File: src/rtl/rfc_pkg.sv
// Shared types and constants of the reader frame codec.
// Used by rfc_front, rfc_queue, rfc_back and the top level; depends on nothing.
package rfc_pkg;

  localparam logic [7:0] FRAME_MARK = 8'h60;

  // input item operations
  localparam logic [1:0] OP_HEADER  = 2'd0;
  localparam logic [1:0] OP_PAYLOAD = 2'd1;
  localparam logic [1:0] OP_RECV    = 2'd2;

  // result kinds
  localparam logic [1:0] KIND_SEND   = 2'd0;
  localparam logic [1:0] KIND_RECV   = 2'd1;
  localparam logic [1:0] KIND_STATUS = 2'd2;

  // status codes
  localparam logic [1:0] ST_OK      = 2'd0;
  localparam logic [1:0] ST_CARD    = 2'd1;
  localparam logic [1:0] ST_LRC     = 2'd2;
  localparam logic [1:0] ST_TOOLONG = 2'd3;

  localparam int MAX_RESULTS = 5;
  localparam int IDX_W       = $clog2(MAX_RESULTS);
  localparam int QUEUE_DEPTH = 4;

  // One queued job: up to five results sharing kind, status and length.
  typedef struct packed {
    logic [1:0]                  kind;
    logic [1:0]                  status;
    logic [15:0]                 flen;
    logic [IDX_W-1:0]            count;    // number of results, 1..5
    logic                        last_en;  // final result carries last
    logic [MAX_RESULTS-1:0][7:0] bytes;    // bytes[0] goes out first
  } rfc_rec_t;

  // Queue state seen by the front and back parts.
  typedef struct packed {
    logic full;
    logic head_valid;
  } rfc_q_stat_t;

endpackage

File: src/rtl/reader_frame_codec_lrc_unit.sv
// Reader frame codec with XOR LRC: request framing and response checking.
// The first result of an item passes through the job queue and then the output register.
// With out_tready high: one result, or one item of one result or none, per cycle.
// A header within the limit makes four or five results, so a burst of them
// backs up the job queue and holds in_tready low until the output side drains it.
// Reset (rst_n low, synchronous) clears parser state, queue and output valid.
module reader_frame_codec_lrc_unit #(
  parameter int BUFFER_BYTES = 512
) (
  input  logic        clk,
  input  logic        rst_n,
  // input channel
  input  logic        in_tvalid,
  output logic        in_tready,
  input  logic [39:0] in_tdata,   // command[7:0], length[23:8], data_byte[31:24],
                                  // first[32], zero fill [39:33]
  input  logic [1:0]  in_tuser,   // op[1:0]
  // result channel
  output logic        out_tvalid,
  input  logic        out_tready,
  output logic [31:0] out_tdata,  // byte_out[7:0], status[9:8], frame_length[25:10],
                                  // zero fill [31:26]
  output logic [1:0]  out_tuser,  // kind[1:0]
  output logic        out_tlast   // last
);

  logic                 acc;
  logic                 push;
  logic                 pop;
  rfc_pkg::rfc_rec_t    push_rec;
  rfc_pkg::rfc_rec_t    head_rec;
  rfc_pkg::rfc_q_stat_t q_stat;

  // Take a new item whenever the job queue has room; items with no result
  // wait for room as well.
  assign in_tready = !q_stat.full;
  assign acc       = in_tvalid && in_tready;

  // Front: classify the item, advance the request and response state, and
  // build the job describing its results.
  rfc_front #(
    .BUFFER_BYTES (BUFFER_BYTES)
  ) u_front (
    .clk       (clk),
    .rst_n     (rst_n),
    .acc       (acc),
    .op        (in_tuser),
    .command   (in_tdata[7:0]),
    .length    (in_tdata[23:8]),
    .data_byte (in_tdata[31:24]),
    .first     (in_tdata[32]),
    .push      (push),
    .rec       (push_rec)
  );

  // Queue: decouple item intake from result delivery.
  rfc_queue u_queue (
    .clk      (clk),
    .rst_n    (rst_n),
    .push     (push),
    .push_rec (push_rec),
    .pop      (pop),
    .head_rec (head_rec),
    .stat     (q_stat)
  );

  // Back: advance through the head job one result per transfer.
  rfc_back u_back (
    .clk        (clk),
    .rst_n      (rst_n),
    .head_rec   (head_rec),
    .stat       (q_stat),
    .pop        (pop),
    .out_tvalid (out_tvalid),
    .out_tready (out_tready),
    .out_tuser  (out_tuser),
    .out_tdata  (out_tdata),
    .out_tlast  (out_tlast)
  );

endmodule

File: src/rtl/rfc_front.sv
// Front part of the reader frame codec: accepts items, keeps request and
// response parser state, and turns each item into a job record. Uses rfc_pkg.
module rfc_front #(
  parameter int BUFFER_BYTES = 512
) (
  input  logic              clk,
  input  logic              rst_n,
  input  logic              acc,
  input  logic [1:0]        op,
  input  logic [7:0]        command,
  input  logic [15:0]       length,
  input  logic [7:0]        data_byte,
  input  logic              first,
  output logic              push,
  output rfc_pkg::rfc_rec_t rec
);

  localparam int IDX_W = rfc_pkg::IDX_W;

  localparam logic [16:0] LIMIT = 17'(BUFFER_BYTES - 5);

  localparam logic [2:0] PH_ACK     = 3'd0;
  localparam logic [2:0] PH_LEN_HI  = 3'd1;
  localparam logic [2:0] PH_LEN_LO  = 3'd2;
  localparam logic [2:0] PH_CMD     = 3'd3;
  localparam logic [2:0] PH_PAYLOAD = 3'd4;
  localparam logic [2:0] PH_LRC     = 3'd5;
  localparam logic [2:0] PH_DISCARD = 3'd6;

  logic [7:0]  send_lrc_r, send_lrc_nxt;
  logic [15:0] send_rem_r, send_rem_nxt;
  logic [2:0]  phase_r, phase_nxt;
  logic [15:0] rpos_r, rpos_nxt;
  logic [15:0] rlen_r, rlen_nxt;
  logic [7:0]  rlrc_r, rlrc_nxt;
  logic [7:0]  rack_r, rack_nxt;

  logic [2:0]  phase_eff;
  logic [7:0]  hdr_lrc;
  logic [15:0] rlen_full;
  logic [15:0] rpos_inc;
  logic        has_res;

  assign phase_eff = first ? PH_ACK : phase_r;
  assign hdr_lrc   = rfc_pkg::FRAME_MARK ^ length[15:8] ^ length[7:0] ^ command;
  assign rlen_full = {rlen_r[15:8], data_byte};
  assign rpos_inc  = rpos_r + 16'd1;

  always_comb begin
    send_lrc_nxt = send_lrc_r;
    send_rem_nxt = send_rem_r;
    phase_nxt    = phase_r;
    rpos_nxt     = rpos_r;
    rlen_nxt     = rlen_r;
    rlrc_nxt     = rlrc_r;
    rack_nxt     = rack_r;
    has_res      = 1'b0;
    rec          = '0;
    rec.count    = IDX_W'(1);

    unique case (op)
      rfc_pkg::OP_HEADER: begin
        has_res = 1'b1;
        if ({1'b0, length} > LIMIT) begin
          send_rem_nxt = '0;
          rec.kind     = rfc_pkg::KIND_STATUS;
          rec.status   = rfc_pkg::ST_TOOLONG;
          rec.last_en  = 1'b1;
        end else begin
          send_lrc_nxt = hdr_lrc;
          send_rem_nxt = length;
          rec.kind     = rfc_pkg::KIND_SEND;
          rec.bytes[0] = rfc_pkg::FRAME_MARK;
          rec.bytes[1] = length[15:8];
          rec.bytes[2] = length[7:0];
          rec.bytes[3] = command;
          rec.bytes[4] = hdr_lrc;
          rec.last_en  = (length == 16'd0);
          rec.count    = (length == 16'd0) ? IDX_W'(5) : IDX_W'(4);
        end
      end
      rfc_pkg::OP_PAYLOAD: begin
        if (send_rem_r != 16'd0) begin
          has_res      = 1'b1;
          send_lrc_nxt = send_lrc_r ^ data_byte;
          send_rem_nxt = send_rem_r - 16'd1;
          rec.kind     = rfc_pkg::KIND_SEND;
          rec.bytes[0] = data_byte;
          rec.bytes[1] = send_lrc_r ^ data_byte;
          rec.last_en  = (send_rem_r == 16'd1);
          rec.count    = (send_rem_r == 16'd1) ? IDX_W'(2) : IDX_W'(1);
        end
      end
      rfc_pkg::OP_RECV: begin
        unique case (phase_eff)
          PH_ACK: begin
            rack_nxt  = data_byte;
            rlrc_nxt  = data_byte;
            rlen_nxt  = '0;
            rpos_nxt  = '0;
            phase_nxt = PH_LEN_HI;
          end
          PH_LEN_HI: begin
            rlrc_nxt  = rlrc_r ^ data_byte;
            rlen_nxt  = {data_byte, 8'd0};
            phase_nxt = PH_LEN_LO;
          end
          PH_LEN_LO: begin
            rlrc_nxt = rlrc_r ^ data_byte;
            rlen_nxt = rlen_full;
            if ({1'b0, rlen_full} > LIMIT) begin
              phase_nxt   = PH_DISCARD;
              has_res     = 1'b1;
              rec.kind    = rfc_pkg::KIND_STATUS;
              rec.status  = rfc_pkg::ST_TOOLONG;
              rec.last_en = 1'b1;
            end else begin
              phase_nxt = PH_CMD;
            end
          end
          PH_CMD: begin
            rlrc_nxt  = rlrc_r ^ data_byte;
            rpos_nxt  = '0;
            phase_nxt = (rlen_r == 16'd0) ? PH_LRC : PH_PAYLOAD;
          end
          PH_PAYLOAD: begin
            rlrc_nxt     = rlrc_r ^ data_byte;
            rpos_nxt     = rpos_inc;
            has_res      = 1'b1;
            rec.kind     = rfc_pkg::KIND_RECV;
            rec.bytes[0] = data_byte;
            if (rpos_inc >= rlen_r) begin
              phase_nxt = PH_LRC;
            end
          end
          PH_LRC: begin
            has_res     = 1'b1;
            rec.kind    = rfc_pkg::KIND_STATUS;
            rec.last_en = 1'b1;
            phase_nxt   = PH_ACK;
            if ((rlrc_r ^ data_byte) != 8'd0) begin
              rec.status = rfc_pkg::ST_LRC;
            end else if (rack_r != rfc_pkg::FRAME_MARK) begin
              rec.status = rfc_pkg::ST_CARD;
              rec.flen   = rlen_r;
            end else begin
              rec.status = rfc_pkg::ST_OK;
              rec.flen   = rlen_r;
            end
          end
          default: begin
            // discard until the next frame start
          end
        endcase
      end
      default: begin
        // unused op: no result, no state change
      end
    endcase
  end

  assign push = acc && has_res;

  always_ff @(posedge clk) begin
    if (!rst_n) begin
      send_lrc_r <= '0;
      send_rem_r <= '0;
      phase_r    <= PH_ACK;
      rpos_r     <= '0;
      rlen_r     <= '0;
      rlrc_r     <= '0;
      rack_r     <= '0;
    end else if (acc) begin
      send_lrc_r <= send_lrc_nxt;
      send_rem_r <= send_rem_nxt;
      phase_r    <= phase_nxt;
      rpos_r     <= rpos_nxt;
      rlen_r     <= rlen_nxt;
      rlrc_r     <= rlrc_nxt;
      rack_r     <= rack_nxt;
    end
  end

endmodule

File: src/rtl/rfc_queue.sv
// Short job queue between front and back of the reader frame codec.
// Register array with read and write pointers. Uses rfc_pkg.
module rfc_queue (
  input  logic                clk,
  input  logic                rst_n,
  input  logic                push,
  input  rfc_pkg::rfc_rec_t   push_rec,
  input  logic                pop,
  output rfc_pkg::rfc_rec_t   head_rec,
  output rfc_pkg::rfc_q_stat_t stat
);

  localparam int DEPTH = rfc_pkg::QUEUE_DEPTH;
  localparam int PTR_W = (DEPTH > 1) ? $clog2(DEPTH) : 1;
  localparam int CNT_W = $clog2(DEPTH + 1);

  rfc_pkg::rfc_rec_t mem_r [DEPTH];
  logic [PTR_W-1:0]  wptr_r, wptr_nxt;
  logic [PTR_W-1:0]  rptr_r, rptr_nxt;
  logic [CNT_W-1:0]  cnt_r, cnt_nxt;

  assign stat.full       = (cnt_r == CNT_W'(DEPTH));
  assign stat.head_valid = (cnt_r != '0);
  assign head_rec        = mem_r[rptr_r];

  always_comb begin
    wptr_nxt = wptr_r;
    rptr_nxt = rptr_r;
    cnt_nxt  = cnt_r;
    if (push) begin
      wptr_nxt = (wptr_r == PTR_W'(DEPTH - 1)) ? '0 : wptr_r + PTR_W'(1);
    end
    if (pop) begin
      rptr_nxt = (rptr_r == PTR_W'(DEPTH - 1)) ? '0 : rptr_r + PTR_W'(1);
    end
    if (push && !pop) begin
      cnt_nxt = cnt_r + CNT_W'(1);
    end else if (pop && !push) begin
      cnt_nxt = cnt_r - CNT_W'(1);
    end
  end

  always_ff @(posedge clk) begin
    if (!rst_n) begin
      wptr_r <= '0;
      rptr_r <= '0;
      cnt_r  <= '0;
    end else begin
      wptr_r <= wptr_nxt;
      rptr_r <= rptr_nxt;
      cnt_r  <= cnt_nxt;
    end
  end

  always_ff @(posedge clk) begin
    if (push) begin
      mem_r[wptr_r] <= push_rec;
    end
  end

`ifndef SYNTHESIS
  a_no_push_full: assert property (@(posedge clk) disable iff (!rst_n)
    push |-> (!stat.full || pop))
    else $error("queue written while full");
  a_no_pop_empty: assert property (@(posedge clk) disable iff (!rst_n)
    pop |-> stat.head_valid)
    else $error("queue read while empty");
`endif

endmodule

File: src/rtl/rfc_back.sv
// Back part of the reader frame codec: expands queued jobs into results,
// one per cycle while out_tready allows, into the output register. Uses rfc_pkg.
module rfc_back (
  input  logic                 clk,
  input  logic                 rst_n,
  input  rfc_pkg::rfc_rec_t    head_rec,
  input  rfc_pkg::rfc_q_stat_t stat,
  output logic                 pop,
  output logic                 out_tvalid,
  input  logic                 out_tready,
  output logic [1:0]           out_tuser,
  output logic [31:0]          out_tdata,
  output logic                 out_tlast
);

  localparam int IDX_W = rfc_pkg::IDX_W;

  logic [IDX_W-1:0] idx_r, idx_nxt;
  logic             vld_r, vld_nxt;
  logic [1:0]       kind_r;
  logic [7:0]       byte_r;
  logic [1:0]       status_r;
  logic [15:0]      flen_r;
  logic             last_r;
  logic             load;
  logic             at_end;

  assign load   = stat.head_valid && (!vld_r || out_tready);
  assign at_end = (idx_r == head_rec.count - IDX_W'(1));
  assign pop    = load && at_end;

  always_comb begin
    idx_nxt = idx_r;
    vld_nxt = vld_r;
    if (load) begin
      vld_nxt = 1'b1;
      idx_nxt = at_end ? '0 : idx_r + IDX_W'(1);
    end else if (out_tready) begin
      vld_nxt = 1'b0;
    end
  end

  always_ff @(posedge clk) begin
    if (!rst_n) begin
      idx_r <= '0;
      vld_r <= 1'b0;
    end else begin
      idx_r <= idx_nxt;
      vld_r <= vld_nxt;
    end
  end

  always_ff @(posedge clk) begin
    if (load) begin
      kind_r   <= head_rec.kind;
      byte_r   <= head_rec.bytes[idx_r];
      status_r <= head_rec.status;
      flen_r   <= head_rec.flen;
      last_r   <= head_rec.last_en && at_end;
    end
  end

  assign out_tvalid = vld_r;
  assign out_tuser  = kind_r;
  assign out_tdata  = {6'd0, flen_r, status_r, byte_r};
  assign out_tlast  = last_r;

`ifndef SYNTHESIS
  a_partial_job_held: assert property (@(posedge clk) disable iff (!rst_n)
    (idx_r != '0) |-> stat.head_valid)
    else $error("job left the queue before all its results went out");
  a_status_is_last: assert property (@(posedge clk) disable iff (!rst_n)
    (out_tvalid && out_tuser == rfc_pkg::KIND_STATUS) |-> out_tlast)
    else $error("status result without last");
`endif

endmodule
File: config.mk
export PLATFORM = sky130hd
export DESIGN_NAME = reader_frame_codec_lrc_unit
export DESIGN_NICKNAME = d
export VERILOG_FILES = /design/src/rtl/rfc_pkg.sv /design/src/rtl/reader_frame_codec_lrc_unit.sv /design/src/rtl/rfc_front.sv /design/src/rtl/rfc_queue.sv /design/src/rtl/rfc_back.sv
export SDC_FILE = /design/constraint.sdc
export NUM_CORES = 1
export LEC_CHECK = 0
export BUFFER_PORTS_ARGS = -buffer_cell sky130_fd_sc_hd__buf_4
export CELL_PAD_IN_SITES_DETAIL_PLACEMENT = 0
export CELL_PAD_IN_SITES_GLOBAL_PLACEMENT = 2
export CORE_UTILIZATION = 30
export DETAILED_ROUTE_END_ITERATION = 12
export PLACE_DENSITY_LB_ADDON = 0.1
export SLEW_MARGIN = 25
export SYNTH_ARGS = -nofsm -noshare
export SYNTH_HDL_FRONTEND = slang
export SYNTH_HIERARCHICAL = 1
export SYNTH_SLANG_ARGS = --single-unit
File: constraint.sdc
create_clock -name clk -period 4.9 [get_ports clk]
set_input_delay 0.49 -clock clk [delete_from_list [all_inputs] [get_ports clk]]
set_output_delay 0.49 -clock clk [all_outputs]
set_load 0.005 [all_outputs]
==> impl_metrics.toml <==
[critical_path]
arrival_ns = 4.12
worst_path_largest_cell_delay_ns = 0.58
crit_type = "reg -> reg"
endpoint_kind = "flip-flop"
critPathSlowestCell = "dfxtp_1"
path_buf_inv = 2
required_ns = 5.41
path_delay_family = "simple AND/OR/NAND/NOR gates"
cp_max_fo = 14
cp-start-kind = "flip-flop"
crit_chain = "nor2b_1 > nor3b_2 > o21ai_1 > a31o_2 > a21boi_0 > buf_4 > ha_1 > inv_1 > fa_1 > xor2_1 > or3_1 > a21boi_0"
crit_top_cell = "a21boi_0"

[global_routing]
grt_pass1_vias = 9872
grt_use_total_pct = 15.9
overflow = 0
antenna_found_initial = 2
grt_pass1_wl_mm = 65.6
grt_max_degree = 47

[placement]
portBuffers = 69
place_congestion = 0.699
dpl_cell_area_sq_um = 17600
hpwl_mm = 28.1

[yosys]
netlist_instances = 1158
synth_top_cell_area_share_pct = 52.2
synth_top_family_by_area = "multiplexers"
synth_fa_ha_area_share_pct = 2.18
yosys.cell_types.count = 74
synth_area_per_cell_sq_um = 14.2
ys_seq_elements = 373
synth_enable_flop_cells = 285
ys_async_sr_fraction_pct = 0
synth_xor_area_share_pct = 3.36
synth_seq_area_share_pct = 62.9
synth-warning-count = 6
synth_top_area_cell = "edfxtp_1"
synth_simple_gate_area_share_pct = 10.7
synth_area_leaders = "edfxtp_1, dfxtp_1, mux4_2"
synth_compound_area_share_pct = 6.35
ys_dominant_reg_cell = "edfxtp_1"
netlist_area_sq_um = 16400
synthMuxAreaShare_pct = 11.0

[run_status]
status = "completed"

[floorplan]
fp.dieW_microns = 236
fp.dieH_microns = 236
start_util_pct = 30.4
dieArea_sq_um = 55600
row_count = 85
io_pins = 83
fp.coreArea_sq_um = 53900

[route]
drt_iter0_markers = 607
vias = 9698
vias_per_cell = 4.95
drc = 0
wl_per_cell_microns = 22.3
drtAntennaViolNets = 0
wirelength_mm = 43.7
firstDrtPassIters = 5

[pwr]
p_per_area_nw_per_um2 = 465
p_total_uw = 8850
ir_drop_mv = 0.249
leakage_uw = 0.00645

[timing]
setup-tns-final_ns = 0
fin_crit_sh_pct = 73.7
rsz0062_at_grt = "false"
tightest_slew_ns = 1.03
slew_headroom_pct = 30.5
layout_min_cycle_time_ns = 3.61
final-setup-viol-count = 0
hold_ws_ns = 0.237
drv_slew = 0
timing.fmax_mhz = 277
final-hold-violation-count = 0
clock_skew_ns = 0.0179

[cells_and_area]
layout-drive-gt1-share_pct = 19.0
fin_util_pct = 35.3
nets = 1304
nFillCells = 5180
syn_to_final_growth_pct = 16.0
final_cell_mix = "edfxtp_1, dfxtp_1, nor2_1, buf_4, nand2_1"
final_common_cell = "edfxtp_1"
postLayoutCellArea_sq_um = 19000
n_antenna_cell = 0

[clock_tree]
cts_tree = "yes"
postCtsSetupRepairBufs = 0
post_cts_resized = 0
cts_sinks = 373
cts_hold_buf = 0
clkTransAtPathRegs_ns = 0.06
clock_path_buffers = 3
htreeDepth = 2
clock_insertion_delay_worst_skew_ns = 0.58
cts-root-buf = "clkbuf_16"
cts_made_buffers = 45

[min_path]
hp-class = "in -> reg"

[run]
drv_cap = 0
-- worst paths after layout --
path                     startpoint                      to  slack [ns]  depth (start not counted)
min                      out_tready       u_back/out_tvalid        0.24                          3
min reg2reg  u_front/send_rem_r[12]  u_front/send_rem_r[12]        0.48                          2
max              u_front/phase_r[1]        u_queue/cnt_r[2]        1.29                         12
max reg2reg      u_front/phase_r[1]        u_queue/cnt_r[2]        1.29                         12
-- stage by stage --
| stage | instances | worst slack (ns) |
|---|---|---|
| 3_3_place_gp | 1879 | 1.27 |
| 2_1_floorplan | 1163 | 0.947 |
| 5_1_grt | 1960 | 0.987 |
| 6_report | 1960 | 1.29 |
| 3_5_place_dp | 1879 | 1.27 |
| 4_1_cts | 1960 | 1.24 |
-- layout make-up --
type,count,area (sq um),area share [%]
clock buffers,58,1220,6.39
multi-input cells,682,5560,29.2
well taps,696,871,4.58
repair buffers,87,691,3.63
inverters,41,154,0.809
clock inverters,23,203,1.07
flip-flops and latches,373,10300,54.3
-- cell families after synthesis --
group	after synthesis
AO/OA/AOI/OAI	164
XOR/XNOR	62
adder cells (fa/ha/maj)	28
buffers and inverters	108
flip-flops	373
multiplexers	85
other	1
AND/OR/NAND/NOR	337
-- synthesized netlist by cell type (all sizes together), types with 3 or more instances --
master / count
and4: 5
inv: 41
nand3b: 10
nand4: 14
mux2i: 13
a21oi: 37
a32o: 4
nor2: 86
nor2b: 11
mux4: 72
and2: 21
nand2b: 8
a221oi: 3
o21ai: 56
buf: 34
ha: 27
o22ai: 5
a22oi: 17
nor4: 17
nor3b: 5
a31oi: 6
nand3: 29
nor3: 31
xor2: 20
and3: 19
edfxtp: 285
clkbuf: 33
a21o: 5
dfxtp: 88
o31ai: 4
or3: 8
a21boi: 4
o21a: 4
nand2: 65
xnor2: 42
-- worst min-delay path, stage by stage --
cell	delay, ns
buf_4	0.07
nand2b_1	0.12
a21boi_0	0.08
-- layer usage --
metal	part of all wire, %	wire, microns	vias to the layer above	GRT usage [%]
met1	49	21300	4927	23.1
met5	0	0	-	0
li1	-	-	4559	-
met3	3.6	1550	52	2.76
met2	46	20000	160	24.5
met4	1.9	821	0	4.16
-- flip-flops by register name, summed over array words and instances, names as in the netlist, 3 cells and up, named ones only --
| name | cells |
|---|---|
| u_queue/mem_r | 256 |
| u_back/flen_r | 16 |
| u_front/rlen_r | 16 |
| u_front/rpos_r | 16 |
| u_front/send_rem_r | 16 |
| u_back/byte_r | 8 |
| u_front/rack_r | 8 |
| u_front/rlrc_r | 8 |
| u_front/send_lrc_r | 8 |
| u_back/idx_r | 3 |
| u_front/phase_r | 3 |
| u_queue/cnt_r | 3 |
-- power breakdown --
group          switching [uW]  internal [uW]  total [uW]  leakage, uW
Combinational             900            766        1670      0.00238
Sequential                189           3780        3970      0.00339
Clock                    1360           1870        3220     0.000674
Total                    2440           6410        8850      0.00645
Power figures use the tool's default switching activity.
